==> src/hdl/nsf_pkg.sv <==
// Shared types and constants for the NMEA sentence framer.
package nsf_pkg;

   localparam int MAX_LINE_DEFAULT    = 90;
   localparam int QUEUE_DEPTH_DEFAULT = 2;

   localparam logic [7:0] CHAR_FILL   = 8'hFF;
   localparam logic [7:0] CHAR_DOLLAR = 8'h24;
   localparam logic [7:0] CHAR_STAR   = 8'h2A;
   localparam logic [7:0] CHAR_CR     = 8'h0D;
   localparam logic [7:0] CHAR_LF     = 8'h0A;
   localparam logic [7:0] CHAR_ZERO   = 8'h30;
   localparam logic [7:0] CHAR_UPPER_A = 8'h41;
   localparam logic [3:0] NIBBLE_MASK = 4'hF;

   localparam int MIN_CHECKED_LENGTH = 5;

   typedef enum logic [2:0] {
      KIND_GGA     = 3'd0,
      KIND_RMC     = 3'd1,
      KIND_GSV     = 3'd2,
      KIND_GLL     = 3'd3,
      KIND_GSA     = 3'd4,
      KIND_VTG     = 3'd5,
      KIND_UNKNOWN = 3'd6
   } kind_type;

   // One closed line, handed from the framing front to the checking back.
   typedef struct packed {
      logic [6:0]       line_length;
      logic             long_enough;
      logic [7:0]       running_xor;
      logic [2:0][7:0]  recent_bytes;  // [0] newest
      logic [2:0][7:0]  kind_bytes;    // line bytes 3, 4, 5
   } line_rec_type;

endpackage

==> src/hdl/nmea_sentence_framer.sv <==
// Top level of the NMEA sentence framer: front, record queue and back.
// Throughput: one received byte per cycle; req_ready drops only while the record queue is full.
// The record enters the queue at the edge that accepts the line feed; the back loads it into
//   its result register, raising rsp_valid, once that register is empty or being taken.
// Reset (synchronous, active high): no line open, queue empty, no result pending.
// Bytes that close no line produce no result.
module nmea_sentence_framer #(
   parameter int MAX_LINE    = nsf_pkg::MAX_LINE_DEFAULT,
   parameter int QUEUE_DEPTH = nsf_pkg::QUEUE_DEPTH_DEFAULT
) (
   input  logic       clock,
   input  logic       reset,
   input  logic       req_valid,
   output logic       req_ready,
   input  logic [7:0] req_rx_byte,
   output logic       rsp_valid,
   input  logic       rsp_ready,
   output logic [6:0] rsp_line_length,
   output logic       rsp_checksum_ok,
   output logic [7:0] rsp_computed_sum,
   output logic [2:0] rsp_sentence_kind
);

   logic                  byte_take;
   logic                  q_push;
   logic                  q_pop;
   logic                  q_full;
   logic                  q_not_empty;
   nsf_pkg::line_rec_type q_in_rec;
   nsf_pkg::line_rec_type q_head_rec;

   // Hold off the sender only when no room is left for a closed line.
   assign req_ready = !q_full;
   assign byte_take = req_valid && req_ready;

   // Front: frame the byte stream, emit one record per line feed that closes an open line.
   nsf_front #(
      .MAX_LINE(MAX_LINE)
   ) u_front (
      .clock    (clock),
      .reset    (reset),
      .byte_take(byte_take),
      .rx_byte  (req_rx_byte),
      .rec_push (q_push),
      .rec_data (q_in_rec)
   );

   // Queue: decouple framing from result delivery.
   nsf_queue #(
      .DEPTH(QUEUE_DEPTH)
   ) u_queue (
      .clock    (clock),
      .reset    (reset),
      .push     (q_push),
      .push_data(q_in_rec),
      .pop      (q_pop),
      .full     (q_full),
      .not_empty(q_not_empty),
      .head_data(q_head_rec)
   );

   // Back: check the checksum, classify, and hold the result until taken.
   nsf_back u_back (
      .clock            (clock),
      .reset            (reset),
      .rec_valid        (q_not_empty),
      .rec_data         (q_head_rec),
      .rec_pop          (q_pop),
      .out_valid        (rsp_valid),
      .out_ready        (rsp_ready),
      .out_line_length  (rsp_line_length),
      .out_checksum_ok  (rsp_checksum_ok),
      .out_computed_sum (rsp_computed_sum),
      .out_sentence_kind(rsp_sentence_kind)
   );

   // A closed line must never meet a full queue.
   assert property (@(posedge clock) disable iff (reset) q_push |-> !q_full)
      else $error("record pushed into a full queue");

   // No result is pending right after reset.
   assert property (@(posedge clock) reset |=> !rsp_valid)
      else $error("result valid after reset");

   // A matching checksum needs the star and two digits, so the line is long enough.
   assert property (@(posedge clock) disable iff (reset)
                    (rsp_valid && rsp_checksum_ok) |-> (MAX_LINE > 126 ||
                    rsp_line_length >= 7'(nsf_pkg::MIN_CHECKED_LENGTH)))
      else $error("checksum reported good on a short line");

endmodule

==> src/hdl/nsf_front.sv <==
// Line framing front: tracks the open line and emits a record on each line feed that closes it.
module nsf_front #(
   parameter int MAX_LINE = nsf_pkg::MAX_LINE_DEFAULT
) (
   input  logic                 clock,
   input  logic                 reset,
   input  logic                 byte_take,
   input  logic [7:0]           rx_byte,
   output logic                 rec_push,
   output nsf_pkg::line_rec_type rec_data
);

   localparam int FW = $clog2(MAX_LINE + 2);

   logic [FW-1:0]      fill_ff,   fill_in;
   logic [7:0]         xor_ff,    xor_in;
   logic [2:0][7:0]    recent_ff, recent_in;
   logic [2:0][7:0]    kind_ff,   kind_in;
   logic [FW+7:0]      len_wide;
   logic               keep_byte;
   logic               is_lf;

   assign is_lf     = (rx_byte == nsf_pkg::CHAR_LF);
   assign len_wide  = (FW+8)'(fill_ff) + (FW+8)'(1);
   assign keep_byte = byte_take && rx_byte != nsf_pkg::CHAR_FILL &&
                      rx_byte != nsf_pkg::CHAR_DOLLAR &&
                      fill_ff <= FW'(MAX_LINE) && fill_ff != '0 &&
                      rx_byte != nsf_pkg::CHAR_CR;

   always_comb begin
      fill_in   = fill_ff;
      xor_in    = xor_ff;
      recent_in = recent_ff;
      kind_in   = kind_ff;
      if (byte_take && rx_byte != nsf_pkg::CHAR_FILL) begin
         if (rx_byte == nsf_pkg::CHAR_DOLLAR) begin
            fill_in   = FW'(1);
            xor_in    = '0;
            recent_in = '0;
            kind_in   = '0;
         end else if (fill_ff > FW'(MAX_LINE)) begin
            // abandon an overlong line
            fill_in = '0;
         end else if (keep_byte) begin
            if (fill_ff == FW'(3)) kind_in[0] = rx_byte;
            if (fill_ff == FW'(4)) kind_in[1] = rx_byte;
            if (fill_ff == FW'(5)) kind_in[2] = rx_byte;
            if (is_lf) begin
               fill_in = '0;
            end else begin
               fill_in   = len_wide[FW-1:0];
               xor_in    = xor_ff ^ rx_byte;
               recent_in = {recent_ff[1], recent_ff[0], rx_byte};
            end
         end
      end
   end

   assign rec_push              = keep_byte && is_lf;
   assign rec_data.line_length  = len_wide[6:0];
   assign rec_data.long_enough  = (len_wide >= (FW+8)'(nsf_pkg::MIN_CHECKED_LENGTH));
   assign rec_data.running_xor  = xor_ff;
   assign rec_data.recent_bytes = recent_ff;
   assign rec_data.kind_bytes   = kind_in;

   always_ff @(posedge clock) begin
      if (reset) begin
         fill_ff <= '0;
      end else begin
         fill_ff <= fill_in;
      end
      xor_ff    <= xor_in;
      recent_ff <= recent_in;
      kind_ff   <= kind_in;
   end

endmodule

==> src/hdl/nsf_queue.sv <==
// Short record queue between the framing front and the checking back.
module nsf_queue #(
   parameter int DEPTH = nsf_pkg::QUEUE_DEPTH_DEFAULT
) (
   input  logic                  clock,
   input  logic                  reset,
   input  logic                  push,
   input  nsf_pkg::line_rec_type push_data,
   input  logic                  pop,
   output logic                  full,
   output logic                  not_empty,
   output nsf_pkg::line_rec_type head_data
);

   localparam int IW = (DEPTH > 1) ? $clog2(DEPTH) : 1;
   localparam int CW = $clog2(DEPTH + 1);

   nsf_pkg::line_rec_type entry_ff [DEPTH];
   logic [IW-1:0] wr_ptr_ff, wr_ptr_in;
   logic [IW-1:0] rd_ptr_ff, rd_ptr_in;
   logic [CW-1:0] count_ff,  count_in;
   logic          do_push, do_pop;

   assign full      = (count_ff == CW'(DEPTH));
   assign not_empty = (count_ff != '0);
   assign do_push   = push && !full;
   assign do_pop    = pop && not_empty;
   assign head_data = entry_ff[rd_ptr_ff];

   always_comb begin
      wr_ptr_in = wr_ptr_ff;
      rd_ptr_in = rd_ptr_ff;
      count_in  = count_ff;
      if (do_push) begin
         wr_ptr_in = (wr_ptr_ff == IW'(DEPTH - 1)) ? '0 : wr_ptr_ff + IW'(1);
      end
      if (do_pop) begin
         rd_ptr_in = (rd_ptr_ff == IW'(DEPTH - 1)) ? '0 : rd_ptr_ff + IW'(1);
      end
      if (do_push && !do_pop) count_in = count_ff + CW'(1);
      if (do_pop && !do_push) count_in = count_ff - CW'(1);
   end

   always_ff @(posedge clock) begin
      if (reset) begin
         wr_ptr_ff <= '0;
         rd_ptr_ff <= '0;
         count_ff  <= '0;
      end else begin
         wr_ptr_ff <= wr_ptr_in;
         rd_ptr_ff <= rd_ptr_in;
         count_ff  <= count_in;
      end
      if (do_push) entry_ff[wr_ptr_ff] <= push_data;
   end

endmodule

==> src/hdl/nsf_back.sv <==
// Checking back: checksum compare, sentence classification and result register.
module nsf_back (
   input  logic                  clock,
   input  logic                  reset,
   input  logic                  rec_valid,
   input  nsf_pkg::line_rec_type rec_data,
   output logic                  rec_pop,
   output logic                  out_valid,
   input  logic                  out_ready,
   output logic [6:0]            out_line_length,
   output logic                  out_checksum_ok,
   output logic [7:0]            out_computed_sum,
   output logic [2:0]            out_sentence_kind
);

   logic             valid_ff,  valid_in;
   logic [6:0]       length_ff;
   logic             ok_ff,     ok_in;
   logic [7:0]       sum_ff,    sum_in;
   nsf_pkg::kind_type kind_ff,  kind_in;
   logic             load;

   function automatic logic [7:0] hex_digit(input logic [3:0] v);
      return (v < 4'd10) ? nsf_pkg::CHAR_ZERO + 8'(v)
                         : nsf_pkg::CHAR_UPPER_A + 8'(v) - 8'd10;
   endfunction

   function automatic logic kind_is(input logic [2:0][7:0] k,
                                    input logic [7:0] a, input logic [7:0] b,
                                    input logic [7:0] c);
      return k[0] == a && k[1] == b && k[2] == c;
   endfunction

   assign load    = rec_valid && (!valid_ff || out_ready);
   assign rec_pop = load;

   always_comb begin
      sum_in = '0;
      ok_in  = 1'b0;
      if (rec_data.long_enough) begin
         sum_in = rec_data.running_xor ^ rec_data.recent_bytes[0] ^
                  rec_data.recent_bytes[1] ^ rec_data.recent_bytes[2];
         ok_in  = rec_data.recent_bytes[2] == nsf_pkg::CHAR_STAR &&
                  rec_data.recent_bytes[1] == hex_digit(sum_in[7:4]) &&
                  rec_data.recent_bytes[0] == hex_digit(sum_in[3:0] &
                                                        nsf_pkg::NIBBLE_MASK);
      end
      if      (kind_is(rec_data.kind_bytes, "G", "G", "A")) kind_in = nsf_pkg::KIND_GGA;
      else if (kind_is(rec_data.kind_bytes, "R", "M", "C")) kind_in = nsf_pkg::KIND_RMC;
      else if (kind_is(rec_data.kind_bytes, "G", "S", "V")) kind_in = nsf_pkg::KIND_GSV;
      else if (kind_is(rec_data.kind_bytes, "G", "L", "L")) kind_in = nsf_pkg::KIND_GLL;
      else if (kind_is(rec_data.kind_bytes, "G", "S", "A")) kind_in = nsf_pkg::KIND_GSA;
      else if (kind_is(rec_data.kind_bytes, "V", "T", "G")) kind_in = nsf_pkg::KIND_VTG;
      else                                                   kind_in = nsf_pkg::KIND_UNKNOWN;
      if (load)           valid_in = 1'b1;
      else if (out_ready) valid_in = 1'b0;
      else                valid_in = valid_ff;
   end

   always_ff @(posedge clock) begin
      if (reset) begin
         valid_ff <= 1'b0;
      end else begin
         valid_ff <= valid_in;
      end
      if (load) begin
         length_ff <= rec_data.line_length;
         ok_ff     <= ok_in;
         sum_ff    <= sum_in;
         kind_ff   <= kind_in;
      end
   end

   assign out_valid         = valid_ff;
   assign out_line_length   = length_ff;
   assign out_checksum_ok   = ok_ff;
   assign out_computed_sum  = sum_ff;
   assign out_sentence_kind = 3'(kind_ff);

endmodule

==> config.mk <==
export PLATFORM = sky130hd
export DESIGN_NAME = nmea_sentence_framer
export DESIGN_NICKNAME = d
export VERILOG_FILES = /design/src/hdl/nsf_pkg.sv /design/src/hdl/nmea_sentence_framer.sv /design/src/hdl/nsf_front.sv /design/src/hdl/nsf_queue.sv /design/src/hdl/nsf_back.sv
export SDC_FILE = /design/constraint.sdc
export NUM_CORES = 1
export LEC_CHECK = 0
export CORE_MARGIN = 2
export CORE_UTILIZATION = 60
export DETAILED_ROUTE_END_ITERATION = 10
export DONT_BUFFER_PORTS = 1
export PLACE_DENSITY = 0.76
export SLEW_MARGIN = 20
export SYNTH_ARGS = -nofsm -noshare
export SYNTH_HDL_FRONTEND = slang
export SYNTH_HIERARCHICAL = 1
export SYNTH_SLANG_ARGS = --single-unit
==> constraint.sdc <==
create_clock -name clock -period 8.23 [get_ports clock]
set_input_delay 0.4115 -clock clock [delete_from_list [all_inputs] [get_ports clock]]
set_output_delay 0.4115 -clock clock [all_outputs]
set_load 0.03 [all_outputs]
Word-level counts from Yosys, hierarchy flattened
Memories as Yosys holds them, arrays and structs flattened. A register that Yosys moved wholly into a read port is not among the register bits.
Index checks and enable logic that the tools add are counted.

storage, ports and cells
  output and inout port bits = 21
  word-level logic and storage cells = 140
  memories kept = 1
  bits in registers = 87
  RAM bits = 128

memory list
  name              words  bits a word  read ports  clocked after Yosys merged registers in  write ports  RTL line         source
  u_queue.entry_ff  2      64           1           1                                        1            nsf_queue.sv:18  nsf_pkg::line_rec_type entry_ff [DEPTH];

operators by class
  equality and inequality tests = 27
  order comparisons = 5
  bitwise logic cells = 4
  reduce and logical (&&, ||, !) cells = 40
  multiplexer cells = 34
  add/subtract/negate cells = 11

operators with widths
  operator                                                                              count
  24-bit 2-to-1 mux                                                                     7
  8-bit by 7-bit equality test with 1-bit output, second input constant                 13
  8-bit 2-to-1 mux                                                                      8
  8-bit bitwise XOR                                                                     4
  7-bit 2-to-1 mux                                                                      4
  1-bit logical AND                                                                     25
  7-bit by 4-bit adder with 8-bit output, first input constant                          2
  8-bit by 6-bit equality test with 1-bit output, second input constant                 2
  8-bit equality test                                                                   2
  8-bit by 4-bit subtractor with 8-bit output, second input constant                    2
  15-bit by 3-bit greater-or-equal comparator with 1-bit output, second input constant  1
  6-bit by 4-bit adder with 7-bit output, first input constant                          2
  7-bit by 3-bit equality test with 1-bit output, second input constant                 2
  2-bit 2-to-1 mux                                                                      6
  1-bit 2-to-1 mux                                                                      9
  7-bit by 1-bit adder with 8-bit output, second input constant                         1
  8-bit by 4-bit equality test with 1-bit output, second input constant                 1
  4-bit less-than comparator, second input constant                                     2
  8-bit by 4-bit != test with 1-bit output, second input constant                       1
  8-bit by 6-bit != test with 1-bit output, second input constant                       1
  8-bit != test, second input constant                                                  1
  2-bit nonzero test                                                                    4
  7-bit by 2-bit equality test with 1-bit output, second input constant                 1
  7-bit greater-than comparator, second input constant                                  1
  15 further kinds                                                                      19

Depth between registers and ports, before layout
  word-level depth = 13
  mapped depth = 12
  mapped depth without buffers = 11

Cells and area by module
Netlist, hierarchy kept.

modules (own cells, without submodules)
  module                times used  area each (um^2)  cells an instance
  nsf_queue             1           4825.9            225
  nsf_front             1           2777.7            234
  nsf_back              1           1466.4            139
  nmea_sentence_framer  1           10.0              2

Least setup slack after synthesis
No wires, ideal clock.

  path kind = input to register
  from = input port req_rx_byte[4]
  to = memory u_queue/entry_ff[0][0] in the netlist's numbering, enable pin
  cell stages on the path = 7
  path buffers = 1
  required time = 7.812 ns
  library setup time = 0.418 ns
  path slack = 4.572 ns
  data arrival time = 3.240 ns
  cells stage by stage = buf_2 > or4_4 > nor4_2 > nor2b_1 > inv_1 > or3_1 > inv_1

between the ends
  longest elaborated chain between the ends = 10
  elaborated cells between the ends (all ways) = 13

ends and longest elaborated chain
  what                                      RTL line                    source
  start: declaration                        nmea_sentence_framer.sv:15  input logic [7:0] req_rx_byte,
  8-bit != test                             nsf_front.sv:25             assign keep_byte = byte_take && rx_byte != nsf_pkg::CHAR_FILL &&
  1-bit logical AND (2 in a row)            nsf_front.sv:25
  1-bit logical AND                         nsf_front.sv:26             rx_byte != nsf_pkg::CHAR_DOLLAR &&
  1-bit logical AND (2 in a row)            nsf_front.sv:27             fill_ff <= FW'(MAX_LINE) && fill_ff != '0 &&
  1-bit logical AND *                       nsf_front.sv:59             assign rec_push = keep_byte && is_lf;
  named net q_push                          nmea_sentence_framer.sv:25  logic q_push;
  1-bit logical AND *                       nsf_queue.sv:26             assign do_push = push && !full;
  1-bit 2-to-1 mux *                        nsf_queue.sv:54             if (do_push) entry_ff[wr_ptr_ff] <= push_data;
  1-bit 2-to-1 mux (not written as such) *  nsf_queue.sv:54
  end: declaration                          nsf_queue.sv:18

The timed path passes the listed nets; every way through them passes the cells marked *.

Worst setup path after layout
  from = register u_queue.count_ff[0]
  to = memory u_queue/entry_ff[0][32] in the netlist's numbering, enable pin

between the ends
  longest elaborated chain between the ends = 12

ends and longest elaborated chain
  what                                    RTL line                    source
  start: declaration                      nsf_queue.sv:21             logic [CW-1:0] count_ff, count_in;
  start signal: assignment                nsf_queue.sv:52             count_ff <= count_in;
  2-bit equality test                     nsf_queue.sv:24             assign full = (count_ff == CW'(DEPTH));
  named net q_full                        nmea_sentence_framer.sv:27  logic q_full;
  1-bit zero test                         nmea_sentence_framer.sv:33  assign req_ready = !q_full;
  1-bit logical AND                       nmea_sentence_framer.sv:34  assign byte_take = req_valid && req_ready;
  named net byte_take                     nmea_sentence_framer.sv:24  logic byte_take;
  1-bit logical AND (2 in a row)          nsf_front.sv:25
  1-bit logical AND                       nsf_front.sv:26
  1-bit logical AND (2 in a row)          nsf_front.sv:27
  1-bit logical AND                       nsf_front.sv:59
  named net q_push                        nmea_sentence_framer.sv:25
  1-bit logical AND                       nsf_queue.sv:26
  1-bit 2-to-1 mux                        nsf_queue.sv:54
  1-bit 2-to-1 mux (not written as such)  nsf_queue.sv:54

The timed path passes the listed nets, and every way through them passes these cells.

==> results.tsv <==
metric	value	unit
critPathArrivalTime	3.97	ns
r2r_start	u_queue/count_ff[0]	
antenna_found_initial	0	
fmax	261	MHz
grt_start_max_net_pins	65	
skew	0.00887	ns
nNetsFinal	629	
avgSynthCellArea	15.1	sq um
path_class	reg2reg	
rsz0062_at_grt	false	
finalWeightedCongestion	0.845	
tritoncts	built	
synth_area_leader_cell	edfxtp_1	
drc	0	
r2r_setup_slack	4.39	ns
start_kind	register	
peakVddDrop	0.187	mV
relSlewSlack	27.3	%
dr.pass1.iters	5	
setup_tns	0	ns
via_count	4842	
die_h	127	um
io_pins	33	
cp_cell_sequence	nand2b_2 -> inv_2 -> nor2b_1 -> o21a_1 -> nand4_1 -> nor2b_1 -> inv_1 -> or3_1 -> inv_2 -> buf_4	
numCtsBuffers	23	
syn_to_final_growth	10.2	%
yosys.area.top_type_share	59.2	%
io_buffers	0	
yosysMostFrequentCell	edfxtp_1	
slowest_delay	0.61	ns
insertion_delay	0.50	ns
wl_per_cell	20.0	um
synth_area_leaders	edfxtp_1, dfxtp_1, mux2_2	
grt_overflow	0	
postCtsSetupBuffers	0	
cts_sinks	216	
ys_seq_elements	216	
setup_viol	0	
synth-seq-area-share	67.4	%
antenna_left	0	
synth_common_cells	edfxtp_1, mux2_2, dfxtp_1	
endpoint_kind	register	
cp_max_fo	45	
die_area	16100	sq um
pre_cts_slack	4.38	ns
status	complete, no violations	
synth_top_flop_cell	edfxtp_1	
routed_via_density	5.99	
grtUsageTotal	20.6	%
diodes	0	
dp_hpwl	10100	um
routed_wl	16100	um
initial_core_util	62.0	%
tightest_slew	1.09	ns
grt_pass1_wl	26100	um
period_needed	3.84	ns
synth-edff-count	179	
yosys_warnings	6	
syn_area	9080	sq um
clock_path_buffers	3	
min_path_type	in2reg	
required	8.36	ns
hold_viol_final	0	
fp-row-count	44	
cellLeakagePower	3.29	nW
root_buffer	clkbuf_16	
min_path_cells	1	
p_per_area	219	nW/um^2
hold_start	reset	
r2r_end	u_queue/entry_ff[0][32]	
maxCapViolCount	0	
whs	0.0130	ns
synth_cells	600	
drt_iter0_drc	394	
reg2reg_depth	10	
drive_above_1_share	21.4	%
core_area	14600	sq um
syn_nets	620	
cp_slowest_cell	buf_4	
grt_pass1_vias	5007	
cts.htree.levels	1	
ys_types	70	
die_w	127	um
clk_pin_slew_worst_paths	0.06	ns
drv_slew	0	
setup_ws	4.39	ns
async_reset_ff_share	0	%
timing.final.crit_share	46.6	%
whs_endpoint	u_front/fill_ff[1]	
[registers in the layout (all words and copies together) (netlist names), named ones only]
name                      cells
u_queue/rd_ptr_ff             1
u_front/kind_ff              24
u_queue/wr_ptr_ff             1
u_back/out_valid              1
u_front/rec_data             24
u_queue/count_ff              2
u_back/out_checksum_ok        1
u_back/out_sentence_kind      3
u_front/fill_ff               7
u_back/out_computed_sum       8
u_front/xor_ff                8
u_back/out_line_length        7
u_queue/entry_ff            128
[power breakdown]
part | switching (mW) | internal, mW | leakage, nW
registers | 0.00518 | 1.19 | 1.89
logic | 0.0198 | 0.0145 | 1.05
clock network | 0.392 | 0.570 | 0.353
total | 0.417 | 1.77 | 3.29
[stage by stage]
step	cells	utilization (%)	power [mW]	instance area (sq um)
after global routing	809	68.3	2.25	10000
after CTS	809	68.3	2.21	10000
after detailed placement	761	63.0	1.24	9220
after floorplan	600	-	1.24	9080
final	809	68.3	2.19	10000
after global placement	761	63.0	1.24	9220
[how the worst max path moves through the flow]
stage	start	endpoint	slack, ns	depth (start not counted)
2_1_floorplan	req_rx_byte[4]	u_queue/entry_ff[0][0]	4.57	7
3_3_place_gp	u_queue/count_ff[0]	u_queue/entry_ff[0][33]	4.54	10
3_5_place_dp	u_queue/count_ff[0]	u_queue/entry_ff[0][41]	4.38	10
4_1_cts	u_queue/count_ff[0]	u_queue/entry_ff[0][41]	4.37	10
5_1_grt	u_queue/count_ff[0]	u_queue/entry_ff[0][45]	4.07	10
6_report	u_queue/count_ff[0]	u_queue/entry_ff[0][32]	4.39	10
[layout by cell type, fill, tap and decap left out, types with 12 or more instances in the layout]
| cell | n |
|---|---|
| xnor2_1 | 25 |
| nor2_1 | 22 |
| and2_1 | 23 |
| nor2b_1 | 12 |
| xor2_1 | 12 |
| dfxtp_1 | 36 |
| clkbuf_16 | 23 |
| mux2_2 | 64 |
| nand2_1 | 21 |
| edfxtp_1 | 179 |
| a22o_1 | 23 |
[area by class of cell]
| cell class | count | area, sq um |
|---|---|---|
| Inverter | 12 | 46.3 |
| Fill cell | 980 | 4640 |
| Clock buffer | 23 | 576 |
| Multi-Input combinational cell | 344 | 2790 |
| Sequential cell | 216 | 6120 |
| Tap cell | 184 | 230 |
| Timing Repair Buffer | 12 | 108 |
| Clock inverter | 18 | 138 |
[what timing repair did]
action | CTS | global route
gates resized for setup | 0 | 0
endpoints found under the hold margin | 13 | 0
hold buffers | 7 | 0
[critical path: cells and delay by family (launching register included)]
| family | cells | cell delay (ns) |
|---|---|---|
| compound gates | 1 | 0.55 |
| flops | 1 | 0.41 |
| buf+inv | 4 | 1.11 |
| simple gates | 5 | 1.38 |
[metal layers]
metal / vias to the layer above / GRT usage (%) / part of all wire [%]
li1: 2297 / - / -
met1: 2389 / 26.9 / 43
met2: 120 / 35.3 / 50
met3: 36 / 3.35 / 4.1
met4: 0 / 7.69 / 3.1
met5: - / 0 / 0
[cells by family (layout without fill, tap and decap cells)]
kind of cell	count (synthesis)	count (layout)	share of synthesized area, %
mux	67	67	8.27
simple gates	160	160	10.8
buf+inv	40	65	2.08
fa+ha+maj	8	8	1.10
xor+xnor	42	42	4.55
compound gates	67	67	5.86
flops	216	216	67.4
Note: power is estimated with default switching activity, not from simulation.
